===== config.mk =====
export PLATFORM = sky130hd
export DESIGN_NAME = arp_cache_table
export DESIGN_NICKNAME = d
export VERILOG_FILES = /design/src/rtl/arpc_pkg.sv /design/src/rtl/arp_cache_table.sv /design/src/rtl/arpc_entry_ram.sv
export SDC_FILE = /design/constraint.sdc
export NUM_CORES = 2
export LEC_CHECK = 0
export BUFFER_PORTS_ARGS = -buffer_cell sky130_fd_sc_hd__buf_2
export CAP_MARGIN = 25
export CORE_MARGIN = 5
export CORE_UTILIZATION = 55
export CTS_CLUSTER_SIZE = 12
export DETAILED_ROUTE_END_ITERATION = 6
export PLACE_DENSITY = 0.8
export SLEW_MARGIN = 15
export SYNTH_ARGS = -nofsm -noshare
export SYNTH_HDL_FRONTEND = slang
export SYNTH_HIERARCHICAL = 1
export SYNTH_SLANG_ARGS = --single-unit

===== constraint.sdc =====
create_clock -name clk -period 9.45 [get_ports clk]
set_input_delay 1.4175 -clock clk [delete_from_list [all_inputs] [get_ports clk]]
set_output_delay 1.4175 -clock clk [all_outputs]
set_load 0.1 [all_outputs]

===== src/rtl/arpc_pkg.sv =====
package arpc_pkg;

    // default sizes for the top level parameters
    localparam int TABLE_ENTRIES_DEF = 16;
    localparam int AGE_BITS_DEF      = 16;

    // fixed field widths
    localparam int FUNC_W     = 2;
    localparam int IP_W       = 32;
    localparam int MAC_W      = 48;
    localparam int STATUS_W   = 2;
    localparam int EXPIRED_W  = 5;
    localparam int LIFETIME_W = 16;

    localparam logic [IP_W-1:0]       IP_INVALID     = '1;
    localparam logic [LIFETIME_W-1:0] LIFETIME_RESET = 16'd300;
    localparam logic [EXPIRED_W-1:0]  EXPIRED_MAX    = '1;

    // operation codes carried in tuser of the request side
    typedef enum logic [FUNC_W-1:0] {
        FUNC_LOOKUP = 2'd0,
        FUNC_ADD    = 2'd1,
        FUNC_DELETE = 2'd2,
        FUNC_TICK   = 2'd3
    } func_t;

    // result codes carried in tuser of the result side
    typedef enum logic [STATUS_W-1:0] {
        STATUS_OK      = 2'd0,
        STATUS_MISS    = 2'd1,
        STATUS_INVALID = 2'd2,
        STATUS_FULL    = 2'd3
    } status_t;

    // sequencer states
    typedef enum logic [1:0] {
        ST_IDLE,
        ST_SCAN,
        ST_COMMIT
    } state_t;

endpackage


===== src/rtl/arp_cache_table.sv =====
// ARP cache: up to TABLE_ENTRIES entries mapping an IPv4 address to a MAC
// address and a static flag. A request (tuser = operation) does a lookup, an
// add, a delete or an aging tick; each gives one result (tuser = status).
// The entry store is a RAM with one registered read port, scanned one slot per
// cycle; every request scans the whole table except a lookup, add or delete
// with the all-ones address, which goes straight to its result. A new request
// is taken once the previous one has been committed, even while its result
// still waits in the output register. Valid bits sit in flops, so no clearing
// pass follows reset. The user must write entry_lifetime through cfg_we /
// cfg_wdata only while the block is idle; the block itself does not enforce it.
module arp_cache_table
    import arpc_pkg::*;
#(
    parameter int TABLE_ENTRIES = TABLE_ENTRIES_DEF,
    parameter int AGE_BITS      = AGE_BITS_DEF
) (
    input  logic                  clk,
    input  logic                  rst_n,
    // request side
    input  logic                  s_tvalid,
    output logic                  s_tready,
    // ip_addr[31:0], mac_addr[79:32], static_flag[80], zero fill [87:81]
    input  logic [87:0]           s_tdata,
    // func[1:0]
    input  logic [FUNC_W-1:0]     s_tuser,
    // result side
    output logic                  m_tvalid,
    input  logic                  m_tready,
    // found_mac[47:0], found_static[48], expired_count[53:49], zero fill [55:54]
    output logic [55:0]           m_tdata,
    // status[1:0]
    output logic [STATUS_W-1:0]   m_tuser,
    // entry_lifetime register
    input  logic                  cfg_we,
    input  logic [LIFETIME_W-1:0] cfg_wdata
);

    localparam int IDX_W   = $clog2(TABLE_ENTRIES);
    localparam int ENTRY_W = IP_W + MAC_W + 1 + AGE_BITS;
    localparam logic [IDX_W-1:0] IDX_LAST = IDX_W'(TABLE_ENTRIES - 1);
    localparam logic [32:0]      AGE_MAX_W = (33'd1 << AGE_BITS) - 33'd1;

    state_t state_reg, state_next;

    logic [LIFETIME_W-1:0]    lifetime_reg;
    logic [TABLE_ENTRIES-1:0] valid_reg;

    // latched request
    func_t           func_reg;
    logic [IP_W-1:0]  ip_reg;
    logic [MAC_W-1:0] mac_reg;
    logic             static_reg;
    logic             invalid_reg;

    // scan pipeline
    logic [IDX_W-1:0] scan_idx_reg;
    logic             issue_done_reg;
    logic             chk_vld_reg;
    logic [IDX_W-1:0] chk_idx_reg;

    // scan results
    logic             hit_reg;
    logic [IDX_W-1:0] hit_idx_reg;
    logic             free_reg;
    logic [IDX_W-1:0] free_idx_reg;
    logic [MAC_W-1:0] hit_mac_reg;
    logic             hit_static_reg;
    logic [EXPIRED_W-1:0] expired_reg;

    // output register
    logic                 m_tvalid_reg;
    status_t              status_reg;
    logic [MAC_W-1:0]     found_mac_reg;
    logic                 found_static_reg;
    logic [EXPIRED_W-1:0] expired_out_reg;

    // ram ports
    logic               ram_we;
    logic [IDX_W-1:0]   ram_waddr;
    logic [ENTRY_W-1:0] ram_wdata;
    logic               ram_re;
    logic [ENTRY_W-1:0] ram_rdata;

    // fields of the word read back
    logic [IP_W-1:0]     rd_ip;
    logic [MAC_W-1:0]    rd_mac;
    logic                rd_static;
    logic [AGE_BITS-1:0] rd_age;

    logic                in_accept;
    logic                out_free;
    logic                chk_valid;
    logic                chk_match;
    logic                tick_expire;
    logic                add_ok;
    logic [IDX_W-1:0]    add_idx;
    logic [AGE_BITS-1:0] life_age;
    logic [32:0]         life_w;
    status_t             status_next;

    assign {rd_ip, rd_mac, rd_static, rd_age} = ram_rdata;

    assign in_accept   = s_tvalid && s_tready;
    assign out_free    = !m_tvalid_reg || m_tready;
    assign chk_valid   = valid_reg[chk_idx_reg];
    assign chk_match   = chk_vld_reg && chk_valid && (rd_ip == ip_reg);
    assign tick_expire = rd_age <= AGE_BITS'(1);
    assign add_ok      = hit_reg || free_reg;
    assign add_idx     = hit_reg ? hit_idx_reg : free_idx_reg;

    // lifetime clipped to the age counter range
    assign life_w   = 33'(lifetime_reg);
    assign life_age = (life_w > AGE_MAX_W) ? AGE_BITS'(AGE_MAX_W) : AGE_BITS'(life_w);

    arpc_entry_ram #(
        .DEPTH (TABLE_ENTRIES),
        .WIDTH (ENTRY_W)
    ) u_ram (
        .clk   (clk),
        .we    (ram_we),
        .waddr (ram_waddr),
        .wdata (ram_wdata),
        .re    (ram_re),
        .raddr (scan_idx_reg),
        .rdata (ram_rdata)
    );

    // next state
    always_comb
    begin
        state_next = state_reg;
        unique case (state_reg)
            ST_IDLE:
            begin
                if (in_accept)
                begin
                    if ((func_t'(s_tuser) != FUNC_TICK) && (s_tdata[31:0] == IP_INVALID))
                    begin
                        state_next = ST_COMMIT;
                    end
                    else
                    begin
                        state_next = ST_SCAN;
                    end
                end
            end
            ST_SCAN:
            begin
                if (issue_done_reg && !chk_vld_reg)
                begin
                    state_next = ST_COMMIT;
                end
            end
            ST_COMMIT:
            begin
                if (out_free)
                begin
                    state_next = ST_IDLE;
                end
            end
            default:
            begin
                state_next = ST_IDLE;
            end
        endcase
    end

    // sequencer outputs and ram control
    always_comb
    begin
        s_tready  = 1'b0;
        ram_re    = 1'b0;
        ram_we    = 1'b0;
        ram_waddr = chk_idx_reg;
        ram_wdata = {rd_ip, rd_mac, rd_static, rd_age - AGE_BITS'(1)};
        unique case (state_reg)
            ST_IDLE:
            begin
                s_tready = 1'b1;
            end
            ST_SCAN:
            begin
                ram_re = !issue_done_reg;
                // age count down written back in place
                if (func_reg == FUNC_TICK && chk_vld_reg && chk_valid && !rd_static
                    && !tick_expire)
                begin
                    ram_we = 1'b1;
                end
            end
            ST_COMMIT:
            begin
                if (out_free && func_reg == FUNC_ADD && !invalid_reg && add_ok)
                begin
                    ram_we    = 1'b1;
                    ram_waddr = add_idx;
                    ram_wdata = {ip_reg, mac_reg, static_reg,
                                 static_reg ? AGE_BITS'(0) : life_age};
                end
            end
            default:
            begin
                s_tready = 1'b0;
            end
        endcase
    end

    // result status
    always_comb
    begin
        status_next = STATUS_OK;
        if (invalid_reg)
        begin
            status_next = STATUS_INVALID;
        end
        else
        begin
            unique case (func_reg)
                FUNC_LOOKUP: status_next = hit_reg ? STATUS_OK : STATUS_MISS;
                FUNC_ADD:    status_next = add_ok ? STATUS_OK : STATUS_FULL;
                FUNC_DELETE: status_next = hit_reg ? STATUS_OK : STATUS_MISS;
                FUNC_TICK:   status_next = STATUS_OK;
                default:     status_next = STATUS_OK;
            endcase
        end
    end

    // control registers
    always_ff @(posedge clk or negedge rst_n)
    begin
        if (!rst_n)
        begin
            state_reg    <= ST_IDLE;
            lifetime_reg <= LIFETIME_RESET;
            valid_reg    <= '0;
            m_tvalid_reg <= 1'b0;
            chk_vld_reg  <= 1'b0;
        end
        else
        begin
            state_reg <= state_next;

            if (cfg_we)
            begin
                lifetime_reg <= cfg_wdata;
            end

            // scan pipeline valid
            if (in_accept)
            begin
                chk_vld_reg <= 1'b0;
            end
            else if (state_reg == ST_SCAN)
            begin
                chk_vld_reg <= !issue_done_reg;
            end

            // aging frees expired dynamic entries
            if (state_reg == ST_SCAN && func_reg == FUNC_TICK && chk_vld_reg && chk_valid
                && !rd_static && tick_expire)
            begin
                valid_reg[chk_idx_reg] <= 1'b0;
            end

            // commit of add and delete
            if (state_reg == ST_COMMIT && out_free && !invalid_reg)
            begin
                if (func_reg == FUNC_ADD && add_ok)
                begin
                    valid_reg[add_idx] <= 1'b1;
                end
                if (func_reg == FUNC_DELETE && hit_reg)
                begin
                    valid_reg[hit_idx_reg] <= 1'b0;
                end
            end

            // output result handshake
            if (state_reg == ST_COMMIT && out_free)
            begin
                m_tvalid_reg <= 1'b1;
            end
            else if (m_tready)
            begin
                m_tvalid_reg <= 1'b0;
            end
        end
    end

    // datapath registers
    always_ff @(posedge clk)
    begin
        // latch request and start scan
        if (in_accept)
        begin
            func_reg       <= func_t'(s_tuser);
            ip_reg         <= s_tdata[31:0];
            mac_reg        <= s_tdata[79:32];
            static_reg     <= s_tdata[80];
            invalid_reg    <= (func_t'(s_tuser) != FUNC_TICK) && (s_tdata[31:0] == IP_INVALID);
            scan_idx_reg   <= '0;
            issue_done_reg <= 1'b0;
            hit_reg        <= 1'b0;
            free_reg       <= 1'b0;
            expired_reg    <= '0;
        end
        else if (state_reg == ST_SCAN)
        begin
            // address issue
            if (!issue_done_reg)
            begin
                chk_idx_reg  <= scan_idx_reg;
                scan_idx_reg <= scan_idx_reg + IDX_W'(1);
                if (scan_idx_reg == IDX_LAST)
                begin
                    issue_done_reg <= 1'b1;
                end
            end

            // first matching entry
            if (chk_match && !hit_reg)
            begin
                hit_reg        <= 1'b1;
                hit_idx_reg    <= chk_idx_reg;
                hit_mac_reg    <= rd_mac;
                hit_static_reg <= rd_static;
            end

            // lowest free slot
            if (chk_vld_reg && !chk_valid && !free_reg)
            begin
                free_reg     <= 1'b1;
                free_idx_reg <= chk_idx_reg;
            end

            // expired count, saturating
            if (func_reg == FUNC_TICK && chk_vld_reg && chk_valid && !rd_static
                && tick_expire && expired_reg != EXPIRED_MAX)
            begin
                expired_reg <= expired_reg + EXPIRED_W'(1);
            end
        end

        // result payload
        if (state_reg == ST_COMMIT && out_free)
        begin
            status_reg <= status_next;
            if (!invalid_reg && func_reg == FUNC_LOOKUP && hit_reg)
            begin
                found_mac_reg    <= hit_mac_reg;
                found_static_reg <= hit_static_reg;
            end
            else
            begin
                found_mac_reg    <= '0;
                found_static_reg <= 1'b0;
            end
            expired_out_reg <= (func_reg == FUNC_TICK) ? expired_reg : '0;
        end
    end

    assign m_tvalid = m_tvalid_reg;
    assign m_tuser  = status_reg;
    assign m_tdata  = {2'b00, expired_out_reg, found_static_reg, found_mac_reg};

endmodule


===== src/rtl/arpc_entry_ram.sv =====
module arpc_entry_ram #(
    parameter int DEPTH = 16,
    parameter int WIDTH = 97
) (
    input  logic                     clk,
    input  logic                     we,
    input  logic [$clog2(DEPTH)-1:0] waddr,
    input  logic [WIDTH-1:0]         wdata,
    input  logic                     re,
    input  logic [$clog2(DEPTH)-1:0] raddr,
    output logic [WIDTH-1:0]         rdata
);

    logic [WIDTH-1:0] mem [DEPTH];

    // write port
    always_ff @(posedge clk)
    begin
        if (we)
        begin
            mem[waddr] <= wdata;
        end
    end

    // registered read port
    always_ff @(posedge clk)
    begin
        if (re)
        begin
            rdata <= mem[raddr];
        end
    end

endmodule

# --- After elaboration in Yosys (flattened, before gate mapping) ---
# Memory sizes are Yosys's and may differ from the RTL's. A register that Yosys moved wholly into a read port is not among the register bits.
# Index checks and enable logic that the tools add are counted.
op_classes:
  addsub: 3
  n_lt_le_gt_ge: 8
  eq_ne: 13
  mux: 41
  bitwise: 7
  reduce_logical: 55
op_table:
  columns: ["cell", "n"]
  rows:
  - ["$mux W97", 2]
  - ["$mux W16", 7]
  - ["$and A16 B16 Y16", 2]
  - ["$eq A32 B32 Y1", 1]
  - ["$eq A32 B32 Y1 const B", 1]
  - ["$not A16 Y16", 2]
  - ["$logic_and A1 B1 Y1", 31]
  - ["$mux W1", 17]
  - ["$gt A16 B16 Y1 const B", 1]
  - ["$le A16 B1 Y1 const B", 1]
  - ["$or A16 B16 Y16", 1]
  - ["$sub A16 B1 Y16 const B", 1]
  - ["$lt A4 B5 Y1 const B", 3]
  - ["$demux W1 S4", 3]
  - ["$ge A4 B1 Y1 const B", 3]
  - ["$mux W4", 3]
  - ["$pmux W2 S3", 2]
  - ["$reduce_and A3 Y1", 4]
  - ["$mux W2", 5]
  - ["$logic_not A1 Y1", 9]
  - ["$ne A2 B2 Y1 const B", 4]
  - ["$reduce_and A2 Y1", 4]
  - ["$eq A2 B2 Y1 const B", 3]
  - ["$add A5 B1 Y5 const B", 1]
  - ["11 further kinds", 16]
word_totals:
  ff_bits: 249
  ramBits: 1552
  in_bits: 111
  out_inout_bits: 60
  wordCells: 152
  memories: 1
memory_table:
  columns: ["memory", "depth", "width", "rd", "rd_clocked_by_memory_dff", "wr", "line_no", "text"]
  rows:
  - ["u_ram.mem", 16, 97, 1, 1, 1, "arpc_entry_ram.sv:14", "logic [WIDTH-1:0] mem [DEPTH];"]

# --- Longest topological paths before layout ---
depth:
  ltp_word: 13
  mapped_depth: 10

# --- Hierarchy ---
# The synthesis kept the hierarchy.
modules_own_cells:
  columns: ["mod", "instances", "cells_per_inst", "area_each_um2", "seq_area_each_um2"]
  rows:
  - ["arpc_entry_ram", 1, 2484, 60838.3, 49517.5]
  - ["arp_cache_table", 1, 759, 11053.1, 7181.9]

# --- Worst setup path after synthesis ---
# Ideal clock, no wire load.
synth_timing:
  kind: "input -> register"
  startpoint: "input m_tready"
  endpoint: "memory u_ram.mem[0][0], enable pin"
  setup_ns: 0.671
  arrival_ns: 9.800
  slack_ns: -1.021
  cell_stages: 8
  path_cell_list: "nand2b_1 > nand3b_1 > nor2_1 > clkbuf_1 > clkbuf_1 > o21a_1 > or3b_2 > nor3_1"
synth_via:
  elab_chain_len: 8
synth_rtl:
  columns: ["item", "line_no", "text"]
  rows:
  - ["start, declared", "arp_cache_table.sv:28", "input logic m_tready,"]
  - ["$logic_or A1 B1 Y1", "arp_cache_table.sv:104", "assign out_free = !m_tvalid_reg || m_tready;"]
  - ["$logic_and A1 B1 Y1 (3 in series)", "arp_cache_table.sv:193", "if (out_free && func_reg == FUNC_ADD && !invalid_reg && add_ok)"]
  - ["$mux W1", "arp_cache_table.sv:193", null]
  - ["$pmux W1 S2", "arp_cache_table.sv:176", "unique case (state_reg)"]
  - ["named net ram_we", "arp_cache_table.sv:78", "logic ram_we;"]
  - ["$mux W1", "arpc_entry_ram.sv:19", "if (we)"]
  - ["$mux W1 (implied by the code)", "arpc_entry_ram.sv:21", "mem[waddr] <= wdata;"]
  - ["end, declared", "arpc_entry_ram.sv:14", null]
# The timed path passes the listed nets, and every way through them passes these cells.

# --- Worst setup path in the final report ---
layout_timing:
  startpoint: "register hit_reg"
  endpoint: "memory u_ram.mem[14][43], enable pin"
layout_lines:
  columns: ["item", "line_no", "text"]
  rows:
  - ["start, declared", "arp_cache_table.sv:62", "logic hit_reg;"]
  - ["start signal, assigned", "arp_cache_table.sv:303", "hit_reg <= 1'b0;"]
  - ["start signal, assigned", "arp_cache_table.sv:323", "hit_reg <= 1'b1;"]
  - ["$logic_or A1 B1 Y1", "arp_cache_table.sv:108", "assign add_ok = hit_reg || free_reg;"]
  - ["$logic_and A1 B1 Y1", "arp_cache_table.sv:193", null]
  - ["$mux W4 (*)", "arp_cache_table.sv:193", null]
  - ["$mux W4 (*)", "arp_cache_table.sv:176", null]
  - ["named net ram_waddr[1]", "arp_cache_table.sv:79", "logic [IDX_W-1:0] ram_waddr;"]
# Mark *: on every way through the listed nets, which the timed path passes. The rest lies on a longest branch.

==> impl_results.md <==
- Synthesized-area fraction occupied by adder cells: 0.157%
- Post-Synth Simple-Gate Area: around 2.4%
- PortBufs: approximately 160
- Die height: 372 um
- Outcome: finished, final reports clean
- CTS Buffer Depth: 3
- Setup TNS: 0 ns
- Initial DRC Count: 5401
- Most frequent cells in the layout: edfxtp_1 (1850), mux4_2 (393), a22oi_1 (214), clkbuf_16 (189), buf_2 (162)
- Crit-path max cell delay: 0.94 ns
- Die ar.: 138000 um2
- Final ANT Viol Nets: 0
- Final Power: roughly 0.022 W
- Unrepaired setup endpoints after global routing: no
- Multi-input logic area: 14500 um2
- Global route overflow: 0
- Mapped Cells: roughly 3.2k
- Pwr dens: 272 nW/um2
- Compound-Gate Fraction of Synth Area: 2.71%
- Crit path arrival time: 5.87 ns
- Top cell type by total area after synthesis: edfxtp_1
- Dpl hpwl: around 80 mm
- Syn-to-layout area delta: 12.0%
- R2R depth: 8
- Final hold viol count: 0
- Clock sink count: approximately 1.9k
- Top_reg_cell synth: edfxtp_1
- Worst setup EP type: flop
- Hold Path Class: flop to flop
- Register bit count reported by yosys: 1898
- Worst-skew pair later-pin latency: 0.82 ns
- Synth top area cells: edfxtp_1 (77%), mux4_2 (12%), a22oi_1 (2.2%), mux2_2 (1.5%), dfrtp_1 (1.1%)
- Top Family by Delay on Critical Path: simple AND/OR/NAND/NOR gates
- Largest net degree at the start of global routing: 166
- Crit path time final: ~5.5 ns
- Gr usage total: 25.0%
- Clk slew on worst S/H paths: approximately 0.060 ns
- Lkg Pwr: 25.1 nW
- Post-Syn Area per Cell: 22.2 um2
- Critical Path Stages: 8
- First-pass GRT wire length: 250 mm
- Mux contribution to synthesized area: 14.1%
- # fillers: 8206
- Pin slew with the least headroom to its limit: 1.18 ns
- Critical path class: flop to flop
- RD Place Congestion: 0.853
- Final worst-path cycle share: roughly 58%
- Ports: 171
- Yosys warns: 6
- Buffers & Inverters on Critical Path: 2
- First drt pass iteration count: 6
- Post-CTS setup buffers: 0
- Max reg flops: around 1.6k
- Max-capacitance violation count: 0
- Post-cts resize count: 0
- Pins Over Slew Limit: 0
- Die Wd: 372 um
- Critical path's slowest cell: nor2_4
- Cts hold-fix bufs: 0
- Initial antenna violation count: 6
- Utilization after layout: 62.1%
- Crit path launch type: flop
- Fmax: 183 MHz
- Worst vdd ir: ~0.00022 V
- Vias in the first global route: 36.6k
- Post-Synth XOR/XNOR Area: 0.609%
- Fraction of layout cells with a size suffix above 1: between 20% and 30%
- Starting Density: 55.5%
- Crit Path Max Fanout: 122
- Std-Cell Rows: 132
- Root Driver: clkbuf_16
- CP most frequent cell: nor2_4
- Relative slew slack: a little over a fifth
- Final nets: approximately 3.6k
- Total core area: 130000 um2
- Vias per cell: between 6 and 7
- Post-Syn Area: 71900 um2
- Reg with most FFs: u_ram/mem
- # setup viols final: 0
- Post-DR wirelength/cell: approximately 33 um
- Largest regs: u_ram/mem (1552), u_ram/rdata (97)
- Worst EP required: about 9.9 ns
- Seq/Total Area, Yosys: around four fifths
- Worst Hold Path Cells: 0
- Routed via count: around 36k
- CP cell instances: o211ai_1 > nor2_4 > buf_12 > nor2_1 > a21oi_2 > nand2b_1 > nor2_4 > buf_4
- Register area: 56700 um2
- CTS tree: built
- Largest family of logic cells by synthesized area: multiplexers
- Most common cell after layout, fill and taps aside: edfxtp_1
- CTS Buf Count: approximately 190
- Worst Skew: 0.0470 ns
- H-Tree Level Count: 4
- Post-synth top area share: 77.3%
- Share of synthesized registers carrying an async set or reset: 1.90%
- Post-synth EDFFs: 1850
- DR DRC count: 0
- Synth unique cells: 56
- Detailed Route WL: around 170 mm
## power breakdown
part           total (W)  internal (W)  switching [W]
combinational    0.00432       0.00154        0.00278
sequential        0.0108        0.0105       0.000304
clock            0.00683       0.00377        0.00306
total             0.0219        0.0158        0.00614
## final cells by class
cell class              count  area share (%)
flip-flops and latches   1898            70.5
multi-input cells        1169            18.1
clock buffers             240            6.11
well taps                1742            2.71
repair buffers            238            2.03
clock inverters            41           0.547
inverters                  14          0.0746
diodes                      1         0.00311
## synth_stat cells, drive strengths merged, types with 7 or more instances
master	instances
nand4	13
ha	9
mux4	397
inv	14
dfrtp	32
xnor2	15
nor4	12
buf	89
nand2b	7
xor2	35
a22oi	214
dfxtp	12
nor2	49
nand3b	22
nand2	124
or3	7
a21oi	12
and3	8
nor3	15
o21ai	35
mux2	98
edfxtp	1850
and2	52
clkbuf	74
## layer usage
metal,up-vias,GRT usage (%),share of wire (%)
met5,-,0,0.0074
met2,2757,40.5,49
met4,2,8.89,4.0
li1,14056,-,-
met1,18445,34.5,35
met3,420,5.07,11
## stage by stage
| stage | area [um2] | hold slack (ns) | std cells | setup slack, ns |
|---|---|---|---|---|
| after floorplan | 71900 | 0.422 | 3244 | 1.59 |
| after global placement | 74900 | 0.426 | 5050 | 2.95 |
| after detailed placement | 75000 | 0.432 | 5053 | 2.95 |
| after CTS | 80300 | 0.436 | 5334 | 3.61 |
| after global routing | 80500 | 0.450 | 5342 | 3.77 |
| final | 80500 | 0.439 | 5343 | 4.00 |
## cell families after synthesis
family                   count (synthesis)
multiplexers                           501
XOR/XNOR                                50
AO/OA/AOI/OAI                          274
adder cells (fa/ha/maj)                  9
buffers and inverters                  177
other                                    1
AND/OR/NAND/NOR                        333
flip-flops                            1898
## worst paths after layout
check	from	end	slack [ns]
max	hit_reg	u_ram/mem[14][43]	4.00
min	u_ram/rdata[34]	hit_mac_reg[17]	0.44
max reg2reg	hit_reg	u_ram/mem[14][43]	4.00
min reg2reg	u_ram/rdata[34]	hit_mac_reg[17]	0.44
max in group asynchronous	rst_n	state_reg[1]	8.21
min in group asynchronous	rst_n	lifetime_reg[0]	0.72
(Power assumes the default switching activity.)
